`src/sv/edge_pixel_graph_builder_defines.svh`:
```
// assertion macros for the edge pixel graph builder
// no dependencies; included by the top level
`ifndef EDGE_PIXEL_GRAPH_BUILDER_DEFINES_SVH
`define EDGE_PIXEL_GRAPH_BUILDER_DEFINES_SVH
`ifndef SYNTHESIS
`define EPGB_ASSERT_IMP(label, clk, rst_n, ante, cons) \
  label: assert property (@(posedge clk) disable iff (!rst_n) (ante) |-> (cons)) \
    else $error("edge pixel graph builder: check failed");
`define EPGB_ASSERT_NXT(label, clk, rst_n, ante, cons) \
  label: assert property (@(posedge clk) disable iff (!rst_n) (ante) |=> (cons)) \
    else $error("edge pixel graph builder: check failed");
`else
`define EPGB_ASSERT_IMP(label, clk, rst_n, ante, cons)
`define EPGB_ASSERT_NXT(label, clk, rst_n, ante, cons)
`endif
`endif

```
`src/sv/epgb_pkg.sv`:
```
// shared types and constants for the edge pixel graph builder
// no dependencies
`timescale 1ns / 1ps
`default_nettype none
package epgb_pkg;
  localparam int DEF_MAX_WIDTH  = 1024;
  localparam int DEF_MAX_HEIGHT = 1024;
  localparam int DIM_W          = 13;
  localparam int QUEUE_DEPTH    = 4;
  localparam int QCNT_W         = $clog2(QUEUE_DEPTH + 1);
  localparam int OUT_DATA_W     = 152;

  localparam logic [2:0] REG_WIDTH  = 3'd0;
  localparam logic [2:0] REG_HEIGHT = 3'd1;
  localparam logic [2:0] REG_THRESH = 3'd2;
  localparam logic [2:0] REG_MODE   = 3'd3;
  localparam logic [2:0] REG_LABEL  = 3'd4;

  typedef enum logic [1:0] {
    KIND_NODE    = 2'd0,
    KIND_EDGE    = 2'd1,
    KIND_SUMMARY = 2'd2
  } kind_t;

  typedef struct packed {
    logic [10:0] frame_width;
    logic [10:0] frame_height;
    logic [7:0]  edge_threshold;
    logic        eight_mode;
    logic [15:0] graph_label;
  } cfg_t;

  typedef struct packed {
    logic [7:0] top;
    logic [7:0] mid;
    logic [7:0] edge_v;
  } line_t;

  typedef struct packed {
    logic        valid;
    logic [20:0] num;
  } node_ent_t;

  // mask: node, left pair, up pair, up-left pair, up-right pair, summary
  typedef struct packed {
    logic [9:0]        mask;
    logic [9:0]        row;
    logic [9:0]        col;
    logic [7:0]        intensity;
    logic signed [10:0] gx;
    logic signed [10:0] gy;
    logic [20:0]       id;
    logic [20:0]       left_num;
    logic [20:0]       up_num;
    logic [20:0]       ul_num;
    logic [20:0]       ur_num;
    logic [20:0]       node_total;
    logic [23:0]       edge_total;
    logic [15:0]       label;
  } job_t;
endpackage
`default_nettype wire

```
`src/sv/epgb_back.sv`:
```
// back end: walks the records of one job and drives the output register
// depends on epgb_pkg
`timescale 1ns / 1ps
`default_nettype none
module epgb_back (
  input  wire logic                            clk,
  input  wire logic                            rst_n,
  input  wire logic                            valid_i,
  input  epgb_pkg::job_t                       job_i,
  output logic                                 pop_o,
  output logic                                 out_tvalid,
  input  wire logic                            out_tready,
  output logic [epgb_pkg::OUT_DATA_W-1:0]      out_tdata,
  output logic [1:0]                           out_tuser,
  output logic                                 out_tlast
);
  logic [9:0]  done_r, pend, sel;
  logic        load, last;
  logic        valid_r, last_r;
  epgb_pkg::kind_t kind, kind_r;
  logic [epgb_pkg::OUT_DATA_W-1:0] data, data_r;
  logic [20:0] other, from_n, to_n;

  assign out_tvalid = valid_r;
  assign out_tdata  = data_r;
  assign out_tuser  = kind_r;
  assign out_tlast  = last_r;

  always_comb begin
    pend  = job_i.mask & ~done_r;
    sel   = pend & (~pend + 10'd1);
    last  = (pend & ~sel) == 10'd0;
    load  = valid_i && (!valid_r || out_tready);
    pop_o = load && last;
    other = job_i.left_num;
    priority if (sel[1] || sel[2]) other = job_i.left_num;
    else if (sel[3] || sel[4])     other = job_i.up_num;
    else if (sel[5] || sel[6])     other = job_i.ul_num;
    else                           other = job_i.ur_num;
    if (sel[1] || sel[3] || sel[5] || sel[7]) begin
      from_n = other;
      to_n   = job_i.id;
    end else begin
      from_n = job_i.id;
      to_n   = other;
    end
    priority if (sel[0]) begin
      kind = epgb_pkg::KIND_NODE;
      data = {1'b0, 16'd0, 24'd0, 21'd0, 20'd0, 20'd0, job_i.gy, job_i.gx,
              job_i.intensity, job_i.col, job_i.row};
    end else if (sel[9]) begin
      kind = epgb_pkg::KIND_SUMMARY;
      data = {1'b0, job_i.label, job_i.edge_total, job_i.node_total, 20'd0, 20'd0,
              11'd0, 11'd0, 8'd0, 10'd0, 10'd0};
    end else begin
      kind = epgb_pkg::KIND_EDGE;
      data = {1'b0, 16'd0, 24'd0, 21'd0, to_n[19:0], from_n[19:0],
              11'd0, 11'd0, 8'd0, 10'd0, 10'd0};
    end
  end

  always_ff @(posedge clk) begin
    if (!rst_n) begin
      valid_r <= 1'b0;
      done_r  <= '0;
    end else begin
      if (load) begin
        valid_r <= 1'b1;
        done_r  <= last ? '0 : (done_r | sel);
      end else if (out_tready) begin
        valid_r <= 1'b0;
      end
    end
  end

  always_ff @(posedge clk) begin
    if (load) begin
      data_r <= data;
      kind_r <= kind;
      last_r <= last;
    end
  end
endmodule
`default_nettype wire

```
`config.mk`:
```
export PLATFORM = sky130hd
export DESIGN_NAME = epgb_back
export DESIGN_NICKNAME = d
export VERILOG_FILES = /design/src/sv/edge_pixel_graph_builder_defines.svh /design/src/sv/epgb_pkg.sv /design/src/sv/epgb_back.sv
export SDC_FILE = /design/constraint.sdc
export NUM_CORES = 1
export LEC_CHECK = 0
export BUFFER_PORTS_ARGS = -buffer_cell sky130_fd_sc_hd__buf_4
export CORE_ASPECT_RATIO = 0.6
export CORE_MARGIN = 1.5
export CORE_UTILIZATION = 40
export CTS_BUF_LIST = sky130_fd_sc_hd__clkbuf_8
export DETAILED_ROUTE_END_ITERATION = 6
export PLACE_DENSITY = 0.72
export SYNTH_ARGS = -nofsm -noshare
export SYNTH_HDL_FRONTEND = slang
export SYNTH_SLANG_ARGS = --single-unit
export TNS_END_PERCENT = 1
```
`constraint.sdc`:
```
create_clock -name clk -period 7.5 [get_ports clk]
set_input_delay 0 -clock clk [delete_from_list [all_inputs] [get_ports clk]]
set_output_delay 0 -clock clk [all_outputs]
set_load 0.005 [all_outputs]
```
==> impl_metrics.py, run 1 <==
metrics = {
    "setup_path": {
        "max_stage_delay_ns": 0.98,
        "cpMaxStageDelayCell": "buf_4",
        "worstReg2RegStart": "out_tvalid$_SDFFE_PN0P_",
        "crit_family": "buffers and inverters",
        "start_kind": "flip-flop",
        "r2r_slack_ns": 4.11,
        "critPathRequiredTime_ns": 7.84,
        "cp-startpoint": "out_tvalid$_SDFFE_PN0P_",
        "cp-end-kind": "flip-flop",
        "crit_type": "flip-flop to flip-flop",
        "crit_arrival_ns": 3.74,
        "crit_chain": "nand2b_1 -> and2_4 -> buf_4 -> and3_1 -> o21ai_0 -> dlygate4sd3_1 -> a21oi_1",
        "crit_buf_inv": 2,
        "critical_path.max_fanout": 93,
    },
    "sta": {
        "finalClockSkew_ns": 0.0201,
        "setup_slack_ns": 4.11,
        "max_clock_freq_ghz": 0.295,
        "rsz0062_at_grt": "no",
        "fin_crit_ns": 3.39,
        "max_slew_margin_pct": 24.4,
        "worst_pin_slew_ns": 1.13,
        "fin_tns_setup_ns": 0,
        "slew_viol_final": 0,
        "fin_crit_sh_pct": 45.2,
        "setup_viol": 0,
        "final-hold-violation-count": 0,
    },
    "grt": {
        "gr-total-overflow": 0,
        "track_usage_pct": 24.8,
        "grt_max_degree": 94,
        "first_global_vias": 6912,
        "antenna_found_initial": 0,
        "grt_first_pass_wirelength_um": 36300,
    },
    "worst_hold_path": {
        "min_path_type": "input pin to flip-flop",
        "hp-start": "job_i[129]",
    },
    "yosys": {
        "synth_ff_type": "edfxtp_1",
        "async_reset_ff_share_pct": 0,
        "avgSynthCellArea_um2": 12.7,
        "yosysTopAreaCell": "edfxtp_1",
        "yosysSeqAreaShare_pct": 66.5,
        "yosys.cell_types.count": 37,
        "ys_ff_latch": 165,
        "synth_edf_count": 154,
        "ys_top_cells_by_count": "edfxtp_1 (154), and2_1 (114), nor2_1 (45)",
        "yosys-top-cells-area": "edfxtp_1 (63%), and2_1 (9.8%), o32ai_1 (4.8%), dfxtp_1 (3.0%), o21ai_0 (2.5%)",
        "synth_top_area_share_pct": 63.5,
        "synth-warning-count": 0,
        "synthesis.nets": 805,
        "synth.most_common_cell": "edfxtp_1",
        "syn_area_um2": 7290,
        "syn_inst": 575,
    },
    "detailed_routing": {
        "drc": 0,
        "viasPerCell": 5.04,
        "wl_um": 24100,
        "drtAntennaViolNets": 0,
        "num_vias": 6736,
        "first_pass_iters": 5,
        "wl_per_cell_um": 18.0,
        "drt_iter0_drc": 545,
    },
    "placed_design": {
        "post-place-ws_ns": 4.58,
        "gp_congestion": 0.883,
        "dpl.hpwl_um": 15700,
        "port_buffers": 380,
    },
    "clocking": {
        "clk-insertion-delay-late_ns": 0.43,
        "cts_htree_levels": 4,
        "cts_made_buffers": 17,
        "clk_pin_slew_ns": 0.10,
        "cts.sinks": 165,
        "clockBufferDepth": 2,
        "cts_tree": "yes",
        "clockRootBuffer": "clkbuf_8",
    },
    "power": {
        "total_power_mw": 2.16,
        "max-vdd-ir-drop_uv": 91.1,
        "power_leakage_nw": 5.18,
        "power_per_cell_area_nw_per_um2": 177,
    },
    "floorplan": {
        "rows": 37,
        "io_pins": 387,
        "die_w_um": 177,
        "initial_core_util_pct": 41.6,
        "core_area_um2": 17500,
        "fp.dieH_um": 108,
        "dieArea_um2": 19100,
    },
    "finish": {
        "num_antenna_cells": 0,
        "drive_gt1_share_pct": 38.7,
        "area_growth_pct": 67.7,
        "fill_cells": 1280,
        "nets": 1321,
    },
    "flow_run": {
        "maxCapViolations": 0,
    },
    "outcome": {
        "status": "complete, no violations",
    },
}
==> worst paths after layout <==
| check | end | cells after the start |
|---|---|---|
| hold reg to reg | done_r[9]$_SDFFE_PN0P_ | 2 |
| setup / recovery | done_r[1]$_SDFFE_PN0P_ | 7 |
| hold / removal | out_tdata[55]$_SDFFCE_PP0P_ | 3 |
| setup reg to reg | done_r[1]$_SDFFE_PN0P_ | 7 |
==> logic make-up (layout without fill, tap and decap cells) <==
kind of cell / count (synthesis) / after routing / synth area share [%]
DFF: 165 / 165 / 66.5
other: 1 / 1 / 0.0515
AOI/OAI and AO/OA: 154 / 154 / 14.3
and+or+nand+nor: 188 / 188 / 15.1
buffers and inverters: 67 / 595 / 4.04
==> area by class of cell <==
| cell class | instances | area, µm² | area share [%] |
|---|---|---|---|
| clock buffer | 17 | 234 | 1.91 |
| tap | 234 | 293 | 2.40 |
| clock inverter | 14 | 149 | 1.22 |
| sequential | 165 | 4840 | 39.7 |
| multi-input combinational | 343 | 2160 | 17.7 |
| timing repair buffer | 542 | 4450 | 36.4 |
| inverter | 22 | 82.6 | 0.676 |
==> layer usage <==
layer,share of wire [%],global-route usage (%),vias up
met3,6.9,5.65,52
li1,-,-,3159
met4,2.4,8.90,0
met1,41,30.5,3224
met2,50,42.7,301
met5,0,0,-
==> sequential cells by signal, indices dropped and copies added, names as in the netlist <==
register,count
out_tvalid,1
out_tlast,1
out_tdata,151
done_r,10
out_tuser,2
==> layout by cell type, fill, tap and decap left out, drive strengths merged, types with 2 or more instances in the layout <==
| master | instances |
|---|---|
| buf | 389 |
| edfxtp | 154 |
| dlygate4sd3 | 153 |
| and2 | 114 |
| nor2 | 45 |
| o21ai | 45 |
| o32ai | 40 |
| inv | 28 |
| a21oi | 26 |
| o211ai | 21 |
| clkbuf | 17 |
| dfxtp | 11 |
| a211oi | 10 |
| nand2b | 7 |
| a31oi | 6 |
| and2b | 6 |
| clkinv | 5 |
| a41oi | 4 |
| nor2b | 4 |
| nor3 | 3 |
| and3 | 2 |
| bufinv | 2 |
| nor4 | 2 |
==> timing repair <==
item | in CTS | in global routing
hold endpoints to repair | 162 | 0
resized for setup | 0 | 0
setup buffers | 0 | 0
hold buffers | 153 | 0
==> power by group <==
group / leakage [nW] / switching, mW / internal (mW)
clock network: 0.195 / 0.345 / 0.299
logic: 3.35 / 0.183 / 0.239
registers: 1.64 / 0.0169 / 1.08
==> metrics by stage <==
step	utilization [%]	hold slack (ns)	instance area, µm²	instances
after floorplan	-	0.129	7290	575
after global placement	58.9	0.254	10300	1153
after detailed placement	58.9	0.264	10300	1153
after CTS	69.8	0.000879	12200	1337
after global routing	69.8	0.00514	12200	1337
final	69.8	0.0308	12200	1337
==> tightest hold or removal path: stages <==
cell	delay [ns]
buf_4	0.12
nor2_1	0.10
o32ai_1	0.08
(Power assumes the default switching activity.)
==> run 2, diff against run 1 <==
--- a/config.mk
+++ b/config.mk
@@ -5,13 +5,14 @@
 export SDC_FILE = /design/constraint.sdc
 export NUM_CORES = 1
 export LEC_CHECK = 0
+export ABC_AREA = 1
 export BUFFER_PORTS_ARGS = -buffer_cell sky130_fd_sc_hd__buf_4
 export CORE_ASPECT_RATIO = 0.6
 export CORE_MARGIN = 1.5
 export CORE_UTILIZATION = 40
 export CTS_BUF_LIST = sky130_fd_sc_hd__clkbuf_8
 export DETAILED_ROUTE_END_ITERATION = 6
-export PLACE_DENSITY = 0.72
+export PLACE_DENSITY = 0.71
 export SYNTH_ARGS = -nofsm -noshare
 export SYNTH_HDL_FRONTEND = slang
 export SYNTH_SLANG_ARGS = --single-unit
==> constraint.sdc (replaced) <==
create_clock -name clk -period 3.44 [get_ports clk]
set_input_delay 0 -clock clk [delete_from_list [all_inputs] [get_ports clk]]
set_output_delay 0 -clock clk [all_outputs]
set_load 0.005 [all_outputs]
==> impl_metrics.py, run 2 <==
metrics = {
    "finish": {
        "num_antenna_cells": 0,
        "area_growth_pct": 66.0,
        "drive_gt1_share_pct": 30.6,
        "final_common_cell": "buf_4",
        "utilization_pct": 67.7,
        "largest_reg_flops": 151,
        "nets": 1634,
        "layout_common_cells": "buf_4 (387), inv_1 (220), nand2_1 (182)",
    },
    "setup_path": {
        "critPathRequiredTime_ns": 3.65,
        "worstReg2RegStart": "done_r[2]$_SDFFE_PN0P_",
        "critical_path.max_fanout": 20,
        "crit_arrival_ns": 3.10,
        "start_kind": "flip-flop",
        "r2r_slack_ns": 0.55,
        "r2r.worst_path.cells": 12,
        "cp-end-kind": "flip-flop",
        "crit_type": "flip-flop to flip-flop",
        "r2r_end": "out_tdata[77]$_SDFFCE_PP0P_",
    },
    "detailed_routing": {
        "drt_iter0_drc": 592,
        "drtAntennaViolNets": 0,
        "wl_um": 27200,
        "num_vias": 7715,
        "wl_per_cell_um": 16.4,
        "drc": 0,
        "viasPerCell": 4.64,
        "first_pass_iters": 5,
    },
    "yosys": {
        "synth_ff_type": "edfxtp_1",
        "yosys.cell_types.count": 23,
        "ys_top_cells_by_count": "inv_1 (218), nand2_1 (182), edfxtp_1 (154)",
        "synth-warning-count": 0,
        "synthesis.nets": 1101,
        "syn_area_um2": 7750,
        "avgSynthCellArea_um2": 8.89,
        "yosys-top-cells-area": "edfxtp_1 (60%), inv_1 (11%), nand2_1 (8.8%), nor2_1 (6.4%), a21oi_1 (4.2%)",
        "synth.most_common_cell": "inv_1",
        "yosysTopAreaCell": "edfxtp_1",
        "synth_edf_count": 154,
        "synth_top_area_share_pct": 59.7,
        "ys_ff_latch": 165,
        "yosysSeqAreaShare_pct": 62.5,
        "syn_inst": 871,
        "async_reset_ff_share_pct": 0,
    },
    "clocking": {
        "cts.sinks": 165,
        "clk-insertion-delay-late_ns": 0.47,
        "cts_tree": "yes",
        "cts_made_buffers": 17,
        "clockBufferDepth": 2,
        "clk_pin_slew_ns": 0.09,
        "clockRootBuffer": "clkbuf_8",
        "cts_htree_levels": 4,
    },
    "power": {
        "combinationalPowerShare_pct": 21.8,
        "total_power_mw": 4.84,
        "p_seq_share_pct": 49.3,
        "p_int_mw": 3.50,
        "power_leakage_nw": 6.64,
        "power.switching_mw": 1.34,
        "power_per_cell_area_nw_per_um2": 377,
        "p_clk_share_pct": 28.9,
        "max-vdd-ir-drop_uv": 197,
        "p_sw_share_pct": 27.7,
    },
    "placed_design": {
        "gp_congestion": 0.834,
        "port_buffers": 380,
        "dpl.hpwl_um": 17700,
    },
    "sta": {
        "max_slew_margin_pct": 26.3,
        "finalClockSkew_ns": 0.0230,
        "fin_crit_ns": 2.89,
        "setup_viol": 0,
        "rsz0062_at_grt": "no",
        "final-hold-violation-count": 0,
        "fin_crit_sh_pct": 84.1,
        "worst_pin_slew_ns": 1.11,
        "slew_viol_final": 0,
        "max_clock_freq_ghz": 0.346,
        "fin_tns_setup_ns": 0,
    },
    "flow_run": {
        "maxCapViolations": 0,
    },
    "outcome": {
        "status": "complete, no violations",
    },
    "floorplan": {
        "die_w_um": 183,
        "fp.dieH_um": 111,
        "io_pins": 387,
        "initial_core_util_pct": 40.8,
        "rows": 39,
        "dieArea_um2": 20200,
        "core_area_um2": 19000,
    },
    "worst_hold_path": {
        "holdPathEnd": "out_tdata[66]$_SDFFCE_PP0P_",
        "hp-start": "job_i[140]",
        "min_path_type": "input pin to flip-flop",
        "hold_depth": 5,
    },
    "grt": {
        "track_usage_pct": 27.2,
        "gr-total-overflow": 0,
        "antenna_found_initial": 0,
        "grt_max_degree": 83,
        "first_global_vias": 7711,
        "grt_first_pass_wirelength_um": 41400,
    },
}
[run 2: logic make-up after synthesis]
logic type / Yosys count / share of synthesized area [%]
other cells: 1 / 0.0484
simple gates: 370 / 19.4
buf+inv: 260 / 13.1
flops: 165 / 62.5
compound gates: 75 / 4.93
[run 2: worst max-delay path by stage]
stage                       startpoint                          end  depth (start not counted)
4_1_cts         done_r[2]$_SDFFE_PN0P_  out_tdata[77]$_SDFFCE_PP0P_                         12
2_1_floorplan  out_tvalid$_SDFFE_PN0P_       done_r[0]$_SDFFE_PN0P_                          6
5_1_grt         done_r[2]$_SDFFE_PN0P_  out_tdata[69]$_SDFFCE_PP0P_                         12
3_5_place_dp    done_r[2]$_SDFFE_PN0P_  out_tdata[79]$_SDFFCE_PP0P_                         11
6_report        done_r[2]$_SDFFE_PN0P_  out_tdata[77]$_SDFFCE_PP0P_                         12
3_3_place_gp    done_r[2]$_SDFFE_PN0P_  out_tdata[79]$_SDFFCE_PP0P_                         11
[run 2: area by class of cell]
| type | count | area (µm²) |
|---|---|---|
| Fill cell | 1407 | 6120 |
| Sequential cell | 165 | 4840 |
| Timing Repair Buffer | 552 | 4580 |
| Multi-Input combinational cell | 446 | 1910 |
| Inverter | 222 | 838 |
| Tap cell | 246 | 308 |
| Clock buffer | 17 | 234 |
| Clock inverter | 15 | 151 |
[run 2: per-layer routing]
metal | global-route usage (%) | vias up | part of all wire (%)
met5 | 0 | - | 0
met4 | 13.4 | 0 | 3.8
li1 | - | 3721 | -
met3 | 7.69 | 73 | 8.5
met1 | 30.9 | 3563 | 38
met2 | 46.9 | 358 | 50
[run 2: power groups by stage]
stage	Clock (mW)	Sequential, mW	Combinational (mW)
after CTS	1.43	2.39	1.04
after global routing	1.51	2.40	1.14
after detailed placement	0	2.43	0.864
final	1.40	2.39	1.05
after global placement	0	2.42	0.849
after floorplan	0	2.45	0.330
[run 2: timing repair]
action | CTS | global route
endpoints found under the hold margin | 155 | 0
resized for setup | 0 | 0
hold buffers | 163 | 0
buffers inserted | 0 | 0
endpoints found under the setup margin | 0 | 0
[run 2: stage by stage]
stage	setup slack, ns	cell area, µm²	std cells	hold WS, ns
global route	0.393	12900	1663	0.0140
floorplan	0.419	7750	871	0.154
CTS	0.590	12900	1663	0.000368
global placement	1.14	10800	1468	0.276
finish	0.548	12900	1663	0.0173
detailed placement	1.14	10800	1468	0.296
[run 2: critical path, cell delays in order (launching register included)]
cell and delay (ns):
dfxtp_1 0.33, inv_1 0.04, nand2_1 0.17, nand2_2 0.13, nor2_8 0.15, nand3_1 0.11, nand2_1 0.60, nand2_1 0.11
nand3_1 0.11, nand2_1 0.11, nand2_1 0.12, a21oi_1 0.08, dlygate4sd3_1 0.58
