`config.mk`:
```
export PLATFORM = sky130hd
export DESIGN_NAME = epgb_queue
export DESIGN_NICKNAME = d
export VERILOG_FILES = /design/src/sv/edge_pixel_graph_builder_defines.svh /design/src/sv/epgb_pkg.sv /design/src/sv/epgb_queue.sv
export SDC_FILE = /design/constraint.sdc
export NUM_CORES = 1
export LEC_CHECK = 0
export BUFFER_PORTS_ARGS = -buffer_cell sky130_fd_sc_hd__buf_2
export CAP_MARGIN = 20
export CORE_MARGIN = 8
export CORE_UTILIZATION = 57
export CTS_CLUSTER_DIAMETER = 80
export DETAILED_ROUTE_END_ITERATION = 7
export PLACE_DENSITY = 0.79
export SLEW_MARGIN = 5
export SYNTH_ARGS = -nofsm -noshare
export SYNTH_HDL_FRONTEND = slang
export SYNTH_SLANG_ARGS = --single-unit
```
`constraint.sdc`:
```
create_clock -name clk -period 8.62 [get_ports clk]
set_input_delay 1.293 -clock clk [delete_from_list [all_inputs] [get_ports clk]]
set_output_delay 1.293 -clock clk [all_outputs]
set_load 0.02 [all_outputs]
```
`src/sv/edge_pixel_graph_builder_defines.svh`:
```
// assertion macros for the edge pixel graph builder
// no dependencies; included by the top level
`ifndef EDGE_PIXEL_GRAPH_BUILDER_DEFINES_SVH
`define EDGE_PIXEL_GRAPH_BUILDER_DEFINES_SVH
`ifndef SYNTHESIS
`define EPGB_ASSERT_IMP(label, clk, rst_n, ante, cons) \
  label: assert property (@(posedge clk) disable iff (!rst_n) (ante) |-> (cons)) \
    else $error("edge pixel graph builder: check failed");
`define EPGB_ASSERT_NXT(label, clk, rst_n, ante, cons) \
  label: assert property (@(posedge clk) disable iff (!rst_n) (ante) |=> (cons)) \
    else $error("edge pixel graph builder: check failed");
`else
`define EPGB_ASSERT_IMP(label, clk, rst_n, ante, cons)
`define EPGB_ASSERT_NXT(label, clk, rst_n, ante, cons)
`endif
`endif

```
`src/sv/epgb_pkg.sv`:
```
// shared types and constants for the edge pixel graph builder
// no dependencies
`timescale 1ns / 1ps
`default_nettype none
package epgb_pkg;
  localparam int DEF_MAX_WIDTH  = 1024;
  localparam int DEF_MAX_HEIGHT = 1024;
  localparam int DIM_W          = 13;
  localparam int QUEUE_DEPTH    = 4;
  localparam int QCNT_W         = $clog2(QUEUE_DEPTH + 1);
  localparam int OUT_DATA_W     = 152;

  localparam logic [2:0] REG_WIDTH  = 3'd0;
  localparam logic [2:0] REG_HEIGHT = 3'd1;
  localparam logic [2:0] REG_THRESH = 3'd2;
  localparam logic [2:0] REG_MODE   = 3'd3;
  localparam logic [2:0] REG_LABEL  = 3'd4;

  typedef enum logic [1:0] {
    KIND_NODE    = 2'd0,
    KIND_EDGE    = 2'd1,
    KIND_SUMMARY = 2'd2
  } kind_t;

  typedef struct packed {
    logic [10:0] frame_width;
    logic [10:0] frame_height;
    logic [7:0]  edge_threshold;
    logic        eight_mode;
    logic [15:0] graph_label;
  } cfg_t;

  typedef struct packed {
    logic [7:0] top;
    logic [7:0] mid;
    logic [7:0] edge_v;
  } line_t;

  typedef struct packed {
    logic        valid;
    logic [20:0] num;
  } node_ent_t;

  // mask: node, left pair, up pair, up-left pair, up-right pair, summary
  typedef struct packed {
    logic [9:0]        mask;
    logic [9:0]        row;
    logic [9:0]        col;
    logic [7:0]        intensity;
    logic signed [10:0] gx;
    logic signed [10:0] gy;
    logic [20:0]       id;
    logic [20:0]       left_num;
    logic [20:0]       up_num;
    logic [20:0]       ul_num;
    logic [20:0]       ur_num;
    logic [20:0]       node_total;
    logic [23:0]       edge_total;
    logic [15:0]       label;
  } job_t;
endpackage
`default_nettype wire

```
`src/sv/epgb_queue.sv`:
```
// small job queue between front and back
// depends on epgb_pkg
`timescale 1ns / 1ps
`default_nettype none
module epgb_queue (
  input  wire logic                        clk,
  input  wire logic                        rst_n,
  input  wire logic                        push_i,
  input  epgb_pkg::job_t                   job_i,
  input  wire logic                        pop_i,
  output logic                             valid_o,
  output epgb_pkg::job_t                   job_o,
  output logic [epgb_pkg::QCNT_W-1:0]      count_o
);
  localparam int D  = epgb_pkg::QUEUE_DEPTH;
  localparam int PW = $clog2(D);

  epgb_pkg::job_t            q_r [D];
  logic [PW-1:0]             wp_r, rp_r;
  logic [epgb_pkg::QCNT_W-1:0] cnt_r;

  assign valid_o = cnt_r != '0;
  assign job_o   = q_r[rp_r];
  assign count_o = cnt_r;

  always_ff @(posedge clk) begin
    if (push_i) q_r[wp_r] <= job_i;
  end

  always_ff @(posedge clk) begin
    if (!rst_n) begin
      wp_r  <= '0;
      rp_r  <= '0;
      cnt_r <= '0;
    end else begin
      if (push_i) wp_r <= (wp_r == PW'(D - 1)) ? '0 : wp_r + PW'(1);
      if (pop_i)  rp_r <= (rp_r == PW'(D - 1)) ? '0 : rp_r + PW'(1);
      cnt_r <= cnt_r + epgb_pkg::QCNT_W'(push_i) - epgb_pkg::QCNT_W'(pop_i);
    end
  end
endmodule
`default_nettype wire

```
==> impl_results.rst, run 1 <==
.. list-table::
   :header-rows: 1

   * - Metric
     - Value
   * - Quantity of hold-fixing buffers added after cts
     - 0
   * - Seq cells post-synth
     - 913
   * - Depth of the worst hold-timing path
     - 2
   * - Final weighted congestion in routability-driven placement
     - 0.741
   * - Overall fraction of global-route tracks in use
     - 21.4%
   * - Clock transition at the register clock pins on the worst setup and hold paths after CTS
     - 0.06 ns
   * - Power Density
     - 251 mW/mm²
   * - Per-cell via count in the routed design
     - 5.90
   * - Number of CTS-inserted buffers
     - 87
   * - Async set-reset flop share out of synthesis
     - 0%
   * - Final standard cell area without fillers
     - 0.0390 mm²
   * - Largest area contributor in the synthesized netlist
     - sky130_fd_sc_hd__edfxtp_1
   * - Detailed-routing iteration count for the pre-antenna-repair pass
     - 5
   * - CTS-repair resized insts
     - 0
   * - Via count of the first global-routing pass
     - 16,034
   * - H-Tree Depth
     - 3
   * - Most repeated cell in the gate-level netlist after synthesis
     - sky130_fd_sc_hd__edfxtp_1
   * - Hold Crit Class
     - register to register
   * - Maximum number of pins on one net before global-route repair
     - 123
   * - Core ar.
     - 0.0575 mm²
   * - Area enclosed by the die boundary
     - 0.0659 mm²
   * - Maximum fanout along the worst path
     - 58
   * - First-pass GRT wire length
     - 105,000 µm
   * - Number of clock sinks
     - 913
   * - TritonCTS clock tree
     - done
   * - Worst setup EP type
     - primary output
   * - P&R area growth vs syn
     - 18.2%
   * - Cell area after placement
     - 0.0361 mm²
   * - Worst path required time
     - 7.33 ns
   * - Maximum VDD drop
     - 0.203 mV
   * - Overall power consumption
     - 9.79 mW
   * - Ys flop type
     - sky130_fd_sc_hd__edfxtp_1
   * - Upper clock frequency limit
     - 0.226 GHz
   * - DIE WIDTH
     - 257 µm
   * - Critical path type
     - register to primary output
   * - Final Hold Vio Count
     - 0
   * - Number of antenna-violating nets in the routed design
     - 0
   * - Transition time at the pin with the least slew margin
     - 1.00 ns
   * - Mapped Cells
     - 1,222
   * - Count of unique library cells instantiated by Yosys
     - 18
   * - Crit path DAT
     - 3.13 ns
   * - Via count
     - 15,251
   * - Site Rows
     - 88
   * - FF-to-FF Start
     - wp_r[0]$_SDFFE_PN0P_
   * - Portion of the post-synthesis area used by sequential elements
     - 82.7%
   * - Headroom to the max-slew limit
     - 33.0%
   * - Synthesized net count
     - 1,460
   * - Number of cells traversed by the worst register-to-register path
     - 3
   * - Starting Density
     - 57.5%
   * - Unrepaired setup endpoints after global routing
     - false
   * - Period utilisation layout
     - 51.3%
   * - Area share of the leading cell type in the synthesized netlist
     - 82.2%
   * - Boundary pin count
     - 460
   * - Insertion delay to the later sink of the worst-skew pair
     - 0.63 ns
   * - Hold_ws
     - 0.527 ns
   * - Count of buffers inserted at the top-level ports
     - 459
   * - Top cells by count, synth
     - sky130_fd_sc_hd__edfxtp_1 (904), sky130_fd_sc_hd__mux4_2 (226), sky130_fd_sc_hd__buf_2 (25)
   * - Setup Viol. Count Final
     - 0
   * - Number of DRC markers in iteration 0
     - 1,417
   * - Setup repair bufs after CTS
     - 0
   * - Total length of routed wires
     - 71,600 µm
   * - Worst Clk Skew
     - 0.0367 ns
   * - Max-cap violation count
     - 0
   * - Count of yosys warnings during synthesis
     - 0
   * - Sum of negative setup slack
     - 0 ns
   * - Overflow left after global routing
     - 0
   * - Crit path launch type
     - register
   * - Largest cells by area after synthesis
     - sky130_fd_sc_hd__edfxtp_1 (82%), sky130_fd_sc_hd__mux4_2 (15%), sky130_fd_sc_hd__buf_6 (0.58%)
   * - Post-synthesis instance area
     - 0.0330 mm²
   * - Post-DP HPWL
     - 41,800 µm
   * - Number of antenna violations at the first check in global routing
     - 31
   * - Leakage power
     - 13.1 nW
   * - Period minus WS final
     - 4.43 ns
   * - Die Height
     - 257 µm
   * - Outcome
     - completed
   * - Avg Cell Area, Syn
     - 27.0 µm²
   * - Routed length per instance
     - 27.7 µm
   * - Post-synth EDFFs
     - 904
   * - Maximum clock insertion buffer count
     - 3
   * - Pins Over Slew Limit
     - 0
   * - Fraction of final layout cells sized beyond drive strength 1
     - 46.4%
   * - Hold path startpoint
     - rp_r[0]$_SDFFE_PN0P_
   * - Final net count
     - 1,972
   * - CTS Root Cell
     - sky130_fd_sc_hd__clkbuf_16
   * - DRC violation count after routing
     - 0
## per-layer routing
layer	track usage, %	part of all wire (%)	vias up
met5	0	0.29	-
met4	5.23	2.1	34
li1	-	-	6359
met2	35.6	51	709
met1	27.3	37	8010
met3	7.05	9.1	139
## layout make-up
type | instances | area (µm²)
antenna | 14 | 35.0
clock inverter | 62 | 648
timing repair buffer | 473 | 2490
sequential | 913 | 27300
fill | 3468 | 18400
clock buffer | 97 | 2210
inverter | 6 | 22.5
multi-input combinational | 253 | 5340
tap | 765 | 957
## path summary, 6_finish.rpt
kind / endpoint / slack [ns]
setup reg to reg: q_r[1][91]$_DFFE_PP_ / 5.95
setup / recovery: job_o[41] / 4.19
hold reg to reg: register / 0.53
hold / removal: register / 0.53
## registers in the layout (all words and copies together) (netlist names), named ones only
register,cells
rp_r,2
count_o,3
wp_r,2
q_r,904
## where the power goes
part	leakage, nW	total (mW)	internal [mW]	switching [mW]
clock network	1.39	3.75	2.15	1.60
logic	3.28	0.911	0.354	0.557
registers	8.38	5.14	5.07	0.0622
total	13.1	9.79	7.57	2.22
## logic make-up after synthesis
family | after synthesis | share of synthesized area, %
buffers and inverters | 56 | 1.12
and+or+nand+nor | 14 | 0.250
adders and majority gates | 8 | 0.326
AOI/OAI and AO/OA | 2 | 0.0303
muxes | 228 | 15.5
DFF | 913 | 82.7
xor gates and xnor gates | 1 | 0.0682
## layout by cell type, fill, tap and decap left out, types with 5 or more instances in the layout
| cell | n |
|---|---|
| sky130_fd_sc_hd__buf_12 | 7 |
| sky130_fd_sc_hd__buf_2 | 459 |
| sky130_fd_sc_hd__buf_4 | 7 |
| sky130_fd_sc_hd__bufinv_16 | 9 |
| sky130_fd_sc_hd__clkbuf_1 | 10 |
| sky130_fd_sc_hd__clkbuf_16 | 87 |
| sky130_fd_sc_hd__clkinv_1 | 19 |
| sky130_fd_sc_hd__clkinv_2 | 20 |
| sky130_fd_sc_hd__clkinvlp_4 | 5 |
| sky130_fd_sc_hd__dfxtp_1 | 7 |
| sky130_fd_sc_hd__diode_2 | 14 |
| sky130_fd_sc_hd__edfxtp_1 | 904 |
| sky130_fd_sc_hd__ha_1 | 7 |
| sky130_fd_sc_hd__inv_1 | 6 |
| sky130_fd_sc_hd__mux4_2 | 226 |
## metrics by stage
stage | setup slack [ns] | instances | util (%)
floorplan | 1.60 | 1222 | -
global placement | 4.81 | 2410 | 62.9
detailed placement | 4.83 | 2410 | 62.9
CTS | 4.13 | 2569 | 67.9
global route | 4.08 | 2576 | 67.9
finish | 4.19 | 2583 | 67.9
## critical path, cell delays in order (launching register included)
cell	delay (ns)
sky130_fd_sc_hd__dfxtp_4	0.96
sky130_fd_sc_hd__buf_4	0.85
sky130_fd_sc_hd__mux4_2	0.44
sky130_fd_sc_hd__buf_2	0.19
Note: power is estimated with default switching activity, not from simulation.
==> run 2: changes to the inputs <==
--- a/config.mk
+++ b/config.mk
@@ -8,10 +8,10 @@
 export BUFFER_PORTS_ARGS = -buffer_cell sky130_fd_sc_hd__buf_2
 export CAP_MARGIN = 20
 export CORE_MARGIN = 8
-export CORE_UTILIZATION = 57
+export CORE_UTILIZATION = 51
 export CTS_CLUSTER_DIAMETER = 80
 export DETAILED_ROUTE_END_ITERATION = 7
-export PLACE_DENSITY = 0.79
+export PLACE_DENSITY = 0.75
 export SLEW_MARGIN = 5
 export SYNTH_ARGS = -nofsm -noshare
 export SYNTH_HDL_FRONTEND = slang
==> constraint.sdc (replaced) <==
create_clock -name clk -period 3.9 [get_ports clk]
set_input_delay 0.585 -clock clk [delete_from_list [all_inputs] [get_ports clk]]
set_output_delay 0.585 -clock clk [all_outputs]
set_load 0.02 [all_outputs]
==> run 2 against run 1 <==
Sequential share of layout area is 0.93 points lower. Via count is 1.3% lower. Utilization is 6.3 points lower. Sequential cell count stayed put. First-iteration DRC count is 11% lower. Die area is 11% higher. Clock skew is 0.020 ns lower. Global-route usage is 2.5 points lower. Clock-buffer cell count is 13 higher. Total power is 120% higher. Clock power is 130% higher. Critical path depth stayed put. Critical endpoint is now job_o[137]. Largest cell class unchanged. Largest power group unchanged. Highest routed layer unchanged.
==> impl_results.rst, run 2 (synthesis gave the netlist of run 1 again) <==
.. list-table::
   :header-rows: 1

   * - Metric
     - Value
   * - Outcome
     - completed
   * - Via count of the first global-routing pass
     - 16,138 (+0.65%)
   * - Commonest non-fill, non-tap cell in the layout
     - sky130_fd_sc_hd__edfxtp_1
   * - Most flop-heavy register
     - q_r
   * - Starting Density
     - 51.4% (-6.0 points)
   * - Hold path startpoint
     - job_i[11]
   * - Hold_ws
     - 0.174 ns (-0.352 ns)
   * - Per-cell via count in the routed design
     - 5.56 (-5.8%)
   * - Fraction of final layout cells sized beyond drive strength 1
     - 47.1% (+0.75 points)
   * - Final weighted congestion in routability-driven placement
     - 0.742 (+0.24%)
   * - Sum of negative setup slack
     - 0 ns (unchanged)
   * - Insertion delay to the later sink of the worst-skew pair
     - 0.62 ns (about the same)
   * - Number of clock sinks
     - 913 (unchanged)
   * - Pins Over Slew Limit
     - 0 (unchanged)
   * - Headroom to the max-slew limit
     - 51.9% (+19 points)
   * - CTS-repair resized insts
     - 0 (unchanged)
   * - Boundary pin count
     - 460 (unchanged)
   * - Worst setup EP type
     - primary output
   * - Maximum number of pins on one net before global-route repair
     - 78 (-37%)
   * - Final net count
     - 2,003 (+1.6%)
   * - Endpoint of the worst hold-timing path
     - q_r[2][11]$_DFFE_PP_
   * - Power Density
     - 553 mW/mm² (+120%)
   * - Core ar.
     - 0.0642 mm² (+12%)
   * - Routed length per instance
     - 26.1 µm (-5.8%)
   * - Overall power consumption
     - 21.9 mW (+120%)
   * - Hold Crit Class
     - input port to register
   * - Worst setup slack for register-to-register paths
     - 1.83 ns (-4.12 ns)
   * - Period utilisation layout
     - 81.4%
   * - Number of DRC markers in iteration 0
     - 1,265 (-11%)
   * - Met3 Usage GRT
     - 6.43% (-0.62 points)
   * - Post-layout util
     - 61.6% (-6.3 points)
   * - Final standard cell area without fillers
     - 0.0396 mm² (+1.4%)
   * - Area enclosed by the die boundary
     - 0.0732 mm² (+11%)
   * - Overall fraction of global-route tracks in use
     - 18.8% (-2.5 points)
   * - DRC violation count after routing
     - 0 (unchanged)
   * - Site Rows
     - 93 (+5.7%)
   * - Number of CTS-inserted buffers
     - 90 (+3.4%)
   * - Maximum clock insertion buffer count
     - 3 (unchanged)
   * - Post-route setup slack
     - 0.726 ns (-3.47 ns)
   * - Number of antenna-violating nets in the routed design
     - 0 (unchanged)
   * - Worst Clk Skew
     - 0.0165 ns (-0.0203 ns)
   * - TritonCTS clock tree
     - done
   * - Critical path type
     - register to primary output
   * - Crit path DAT
     - 2.59 ns (-0.54 ns)
   * - Cell area after placement
     - 0.0366 mm² (+1.3%)
   * - Max FFs per register
     - 904 (unchanged)
   * - Maximum fanout along the worst path
     - 26 (-55%)
   * - Transition time at the pin with the least slew margin
     - 0.722 ns (-0.283 ns)
   * - First-pass GRT wire length
     - 104,000 µm (-0.89%)
   * - CTS Root Cell
     - sky130_fd_sc_hd__clkbuf_16
   * - Upper clock frequency limit
     - 0.315 GHz
   * - Setup Slack @ Placement
     - 1.28 ns (-3.55 ns)
   * - Global Route met2 Usage
     - 31.7% (-4.0 points)
   * - Final Hold Vio Count
     - 0 (unchanged)
   * - Worst path required time
     - 3.31 ns (-4.02 ns)
   * - Clock transition at the register clock pins on the worst setup and hold paths after CTS
     - 0.06 ns (about the same)
   * - P&R area growth vs syn
     - 19.8%
   * - Commonest non-fill, non-tap cells in the layout
     - sky130_fd_sc_hd__edfxtp_1 (904), sky130_fd_sc_hd__buf_2 (459), sky130_fd_sc_hd__mux4_2 (226)
   * - Unrepaired setup endpoints after global routing
     - false
   * - Total length of routed wires
     - 70,600 µm (-1.3%)
   * - Crit path launch type
     - register
   * - Die Height
     - 270 µm (+5.4%)
   * - R2r endpoint
     - q_r[1][220]$_DFFE_PP_
   * - Total placed cells including tap cells
     - 2,528 (+4.9%)
   * - Leakage power
     - 13.3 nW (+1.7%)
   * - Detailed-routing iteration count for the pre-antenna-repair pass
     - 5 (unchanged)
   * - Met1 capacity usage during global routing
     - 23.6% (-3.7 points)
   * - H-Tree Depth
     - 3 (unchanged)
   * - DIE WIDTH
     - 270 µm (+5.4%)
   * - Period minus WS final
     - 3.17 ns
   * - Setup Viol. Count Final
     - 0 (unchanged)
   * - FF-to-FF Start
     - wp_r[1]$_SDFFE_PN0P_
   * - Most crowded layer after global routing
     - met2
   * - Maximum VDD drop
     - 0.428 mV (+110%)
   * - Number of cells traversed by the worst register-to-register path
     - 4 (+1)
   * - Overflow left after global routing
     - 0 (unchanged)
   * - Setup repair bufs after CTS
     - 0 (unchanged)
   * - Number of antenna violations at the first check in global routing
     - 21 (-32%)
   * - Count of buffers inserted at the top-level ports
     - 459 (unchanged)
   * - Max-cap violation count
     - 0 (unchanged)
   * - Via count
     - 15,049 (-1.3%)
   * - Number of cells in the finished layout apart from fillers
     - 2,707 (+4.8%)
   * - Quantity of hold-fixing buffers added after cts
     - 0 (unchanged)
   * - Post-DP HPWL
     - 44,300 µm (+6.1%)
   * - Depth of the worst hold-timing path
     - 1 (-1)
==> run 2: area by class of cell <==
class / count / area (µm²)
Inverter: 6 / 22.5
Sequential cell: 913 / 27300
Fill cell: 4301 / 24700
Timing Repair Buffer: 501 / 2840
Clock inverter: 56 / 584
Antenna cell: 13 / 32.5
Multi-Input combinational cell: 253 / 5340
Clock buffer: 110 / 2350
Tap cell: 855 / 1070
==> run 2: power by group <==
part | switching [mW] | internal [mW] | leakage, nW
clock network | 3.51 | 4.98 | 1.43
logic | 1.25 | 0.819 | 3.47
registers | 0.126 | 11.2 | 8.38
==> run 2: worst max path at each step <==
stage	from	to	slack, ns	cells after the start
after floorplan	push_i	q_r[3][0]$_DFFE_PP_	0.11	1
after global placement	register	job_o[138]	1.28	3
after detailed placement	register	job_o[110]	1.28	3
after CTS	register	job_o[137]	0.59	3
after global routing	register	job_o[110]	0.54	3
final	register	job_o[137]	0.73	3
==> run 2: routing by layer <==
metal	wire length, µm	vias up
met3	6590	91
met2	36300	631
li1	-	6430
met5	136	-
met1	26700	7877
met4	988	20
==> run 2: critical path: stages, from the launching register on <==
cell	delay, ns
sky130_fd_sc_hd__dfxtp_4	0.76
sky130_fd_sc_hd__buf_4	0.44
sky130_fd_sc_hd__mux4_2	0.57
sky130_fd_sc_hd__buf_2	0.18
==> run 3: changes to the inputs <==
==> constraint.sdc (replaced) <==
create_clock -name clk -period 2.8 [get_ports clk]
set_input_delay 0.42 -clock clk [delete_from_list [all_inputs] [get_ports clk]]
set_output_delay 0.42 -clock clk [all_outputs]
set_load 0.02 [all_outputs]
==> run 3 against run 2 <==
Worst hold slack worse by 0.12 ns. Via count grew 8.6%. Combinational power increased by 59%. Critical path depth up 1. Total power is 41% higher. Design area is 6.3% higher. Sequential cell count stayed put. Clock power up 39%. Register-to-register slack worse by 0.88 ns. Wire length is 7.2% higher. Largest power group unchanged.
==> impl_results.rst, run 3 (synthesis gave the netlist of run 1 again) <==
.. list-table::
   :header-rows: 1

   * - Metric
     - Value
   * - Setup repair bufs after CTS
     - 0 (unchanged)
   * - Number of cells in the finished layout apart from fillers
     - 2,946 (+8.8%)
   * - Final weighted congestion in routability-driven placement
     - 0.748 (+0.75%)
   * - CP endpoint
     - job_o[212]
   * - Met1 capacity usage during global routing
     - 24.4% (+0.80 points)
   * - Number of cells traversed by the worst register-to-register path
     - 4 (unchanged)
   * - H-Tree Depth
     - 3 (unchanged)
   * - Total length of routed wires
     - 75,700 µm (+7.2%)
   * - Max FFs per register
     - 904 (unchanged)
   * - Cell area after placement
     - 0.0369 mm² (+0.67%)
   * - Setup Viol. Count Final
     - 0 (unchanged)
   * - Count of buffers inserted at the top-level ports
     - 459 (unchanged)
   * - Hold_ws
     - 0.0532 ns (-0.121 ns)
   * - R2r endpoint
     - q_r[1][13]$_DFFE_PP_
   * - Crit path launch type
     - register
   * - Met3 Usage GRT
     - 6.06% (-0.37 points)
   * - Delay of the slowest cell on the worst path
     - 0.59 ns (-0.17 ns)
   * - Global Route met2 Usage
     - 34.1% (+2.5 points)
   * - Most flop-heavy register
     - q_r
   * - Headroom to the max-slew limit
     - 67.1% (+15 points)
   * - Site Rows
     - 93 (unchanged)
   * - Total placed cells including tap cells
     - 2,549 (+0.83%)
   * - Number of antenna-violating nets in the routed design
     - 0 (unchanged)
   * - Maximum VDD drop
     - 0.591 mV (+38%)
   * - CTS Root Cell
     - sky130_fd_sc_hd__clkbuf_16
   * - Period minus WS final
     - 2.74 ns
   * - Worst path slowest cell
     - sky130_fd_sc_hd__mux4_2
   * - Upper clock frequency limit
     - 0.365 GHz
   * - Critical path type
     - register to primary output
   * - Worst Clk Skew
     - 0.0139 ns (-0.00254 ns)
   * - Area enclosed by the die boundary
     - 0.0732 mm² (unchanged)
   * - FF-to-FF Start
     - wp_r[1]$_SDFFE_PN0P_
   * - Pins Over Slew Limit
     - 0 (unchanged)
   * - Number of antenna violations at the first check in global routing
     - 4 (-81%)
   * - Number of CTS-inserted buffers
     - 91 (+1.1%)
   * - Setup Slack @ Placement
     - 0.602 ns (-0.677 ns)
   * - Commonest non-fill, non-tap cells in the layout
     - sky130_fd_sc_hd__edfxtp_1 (904), sky130_fd_sc_hd__buf_2 (459), sky130_fd_sc_hd__mux4_2 (226)
   * - Fraction of final layout cells sized beyond drive strength 1
     - 42.4% (-4.8 points)
   * - Die Height
     - 270 µm (unchanged)
   * - Commonest non-fill, non-tap cell in the layout
     - sky130_fd_sc_hd__edfxtp_1
   * - Power Density
     - 732 mW/mm² (+32%)
   * - Number of clock sinks
     - 913 (unchanged)
   * - Post-route setup slack
     - 0.0624 ns (-0.663 ns)
   * - Starting Density
     - 51.4% (unchanged)
   * - Via count
     - 16,345 (+8.6%)
   * - Insertion delay to the later sink of the worst-skew pair
     - 0.63 ns (about the same)
   * - DIE WIDTH
     - 270 µm (unchanged)
   * - Maximum number of pins on one net before global-route repair
     - 80 (+2.6%)
   * - P&R area growth vs syn
     - 27.4%
   * - Chain of cells forming the critical path
     - buf_12 > clkbuf_16 > mux4_2 > buf_2
   * - Outcome
     - completed
   * - Core ar.
     - 0.0642 mm² (unchanged)
   * - Overflow left after global routing
     - 0 (unchanged)
   * - Clock transition at the register clock pins on the worst setup and hold paths after CTS
     - 0.07 ns (about the same)
   * - Final Hold Vio Count
     - 0 (unchanged)
   * - TritonCTS clock tree
     - done
   * - Most crowded layer after global routing
     - met2
   * - Overall fraction of global-route tracks in use
     - 19.9% (+1.1 points)
   * - Maximum clock insertion buffer count
     - 3 (unchanged)
   * - Detailed-routing iteration count for the pre-antenna-repair pass
     - 5 (unchanged)
   * - Number of DRC markers in iteration 0
     - 1,497 (+18%)
   * - Fill count
     - 4,012 (-6.7%)
   * - Crit path DAT
     - 2.32 ns (-0.27 ns)
   * - Worst setup EP type
     - primary output
   * - Transition time at the pin with the least slew margin
     - 0.494 ns (-0.228 ns)
   * - Maximum fanout along the worst path
     - 22 (-15%)
   * - Routed length per instance
     - 25.7 µm (-1.5%)
   * - Boundary pin count
     - 460 (unchanged)
   * - Leakage power
     - 14.4 nW (+8.2%)
   * - First-pass GRT wire length
     - 111,000 µm (+6.2%)
   * - Final standard cell area without fillers
     - 0.0421 mm² (+6.3%)
   * - Period utilisation layout
     - 97.8%
   * - Post-DP HPWL
     - 45,400 µm (+2.5%)
   * - Worst setup slack for register-to-register paths
     - 0.95 ns (-0.88 ns)
   * - DRC violation count after routing
     - 0 (unchanged)
   * - Worst path required time
     - 2.38 ns (-0.93 ns)
   * - Max-cap violation count
     - 0 (unchanged)
   * - Final net count
     - 2,248 (+12%)
   * - Post-layout util
     - 65.5% (+3.9 points)
   * - Hold Crit Class
     - input port to register
   * - Per-cell via count in the routed design
     - 5.55 (-0.20%)
   * - Via count of the first global-routing pass
     - 17,492 (+8.4%)
-- run 3: critical path: cells and delay by family (launching register included) --
kind	cells	cell delay [ns]
multiplexers	1	0.59
flip-flops	1	0.37
buffers and inverters	3	0.70
-- run 3: worst min-delay path by stage --
stage / cells past startpoint / end / slack (ns) / start
final: 1 / q_r[1][213]$_DFFE_PP_ / 0.05 / job_i[213]
after floorplan: 2 / register / 0.48 / rp_r[0]$_SDFFE_PN0P_
after detailed placement: 2 / register / 0.51 / rp_r[0]$_SDFFE_PN0P_
after global routing: 1 / q_r[2][162]$_DFFE_PP_ / 0.02 / job_i[162]
after global placement: 2 / register / 0.48 / rp_r[0]$_SDFFE_PN0P_
after CTS: 1 / q_r[3][169]$_DFFE_PP_ / 0.0006 / job_i[169]
-- run 3: power breakdown --
part,internal (mW),leakage [nW],switching (mW)
registers,15.6,8.38,0.156
logic,1.41,4.57,1.87
clock network,6.79,1.42,4.98
total,23.8,14.4,7.01
-- run 3: through the flow --
| stage | TNS [ns] | power, mW |
|---|---|---|
| 6_report | 0 | 30.8 |
| 2_1_floorplan | 0 | 17.8 |
| 4_1_cts | -0.753 | 31.0 |
| 5_1_grt | -0.0483 | 31.8 |
| 3_3_place_gp | 0 | 18.9 |
| 3_5_place_dp | 0 | 19.0 |
-- run 3: what timing repair did --
item,4_1_cts,5_1_grt
gates resized for setup,2,6
gates cloned,0,3
hold endpoints to repair,876,0
setup endpoints to repair,59,83
hold buffers,220,0
-- run 3: metal layers --
layer	wire [µm]	share of wire, %
met2	39100	52
met4	1680	2.2
met3	6760	8.9
met1	28100	37
met5	13	0.017
-- run 3: final cells by class --
| cell class | count | area [µm²] | share of cell area (%) |
|---|---|---|---|
| Timing Repair Buffer | 745 | 5400 | 12.8 |
| Clock inverter | 61 | 533 | 1.27 |
| Inverter | 6 | 22.5 | 0.0535 |
| Clock buffer | 108 | 2360 | 5.61 |
| Antenna cell | 5 | 12.5 | 0.0297 |
| Tap cell | 855 | 1070 | 2.54 |
| Multi-Input combinational cell | 253 | 5340 | 12.7 |
| Sequential cell | 913 | 27300 | 65.0 |
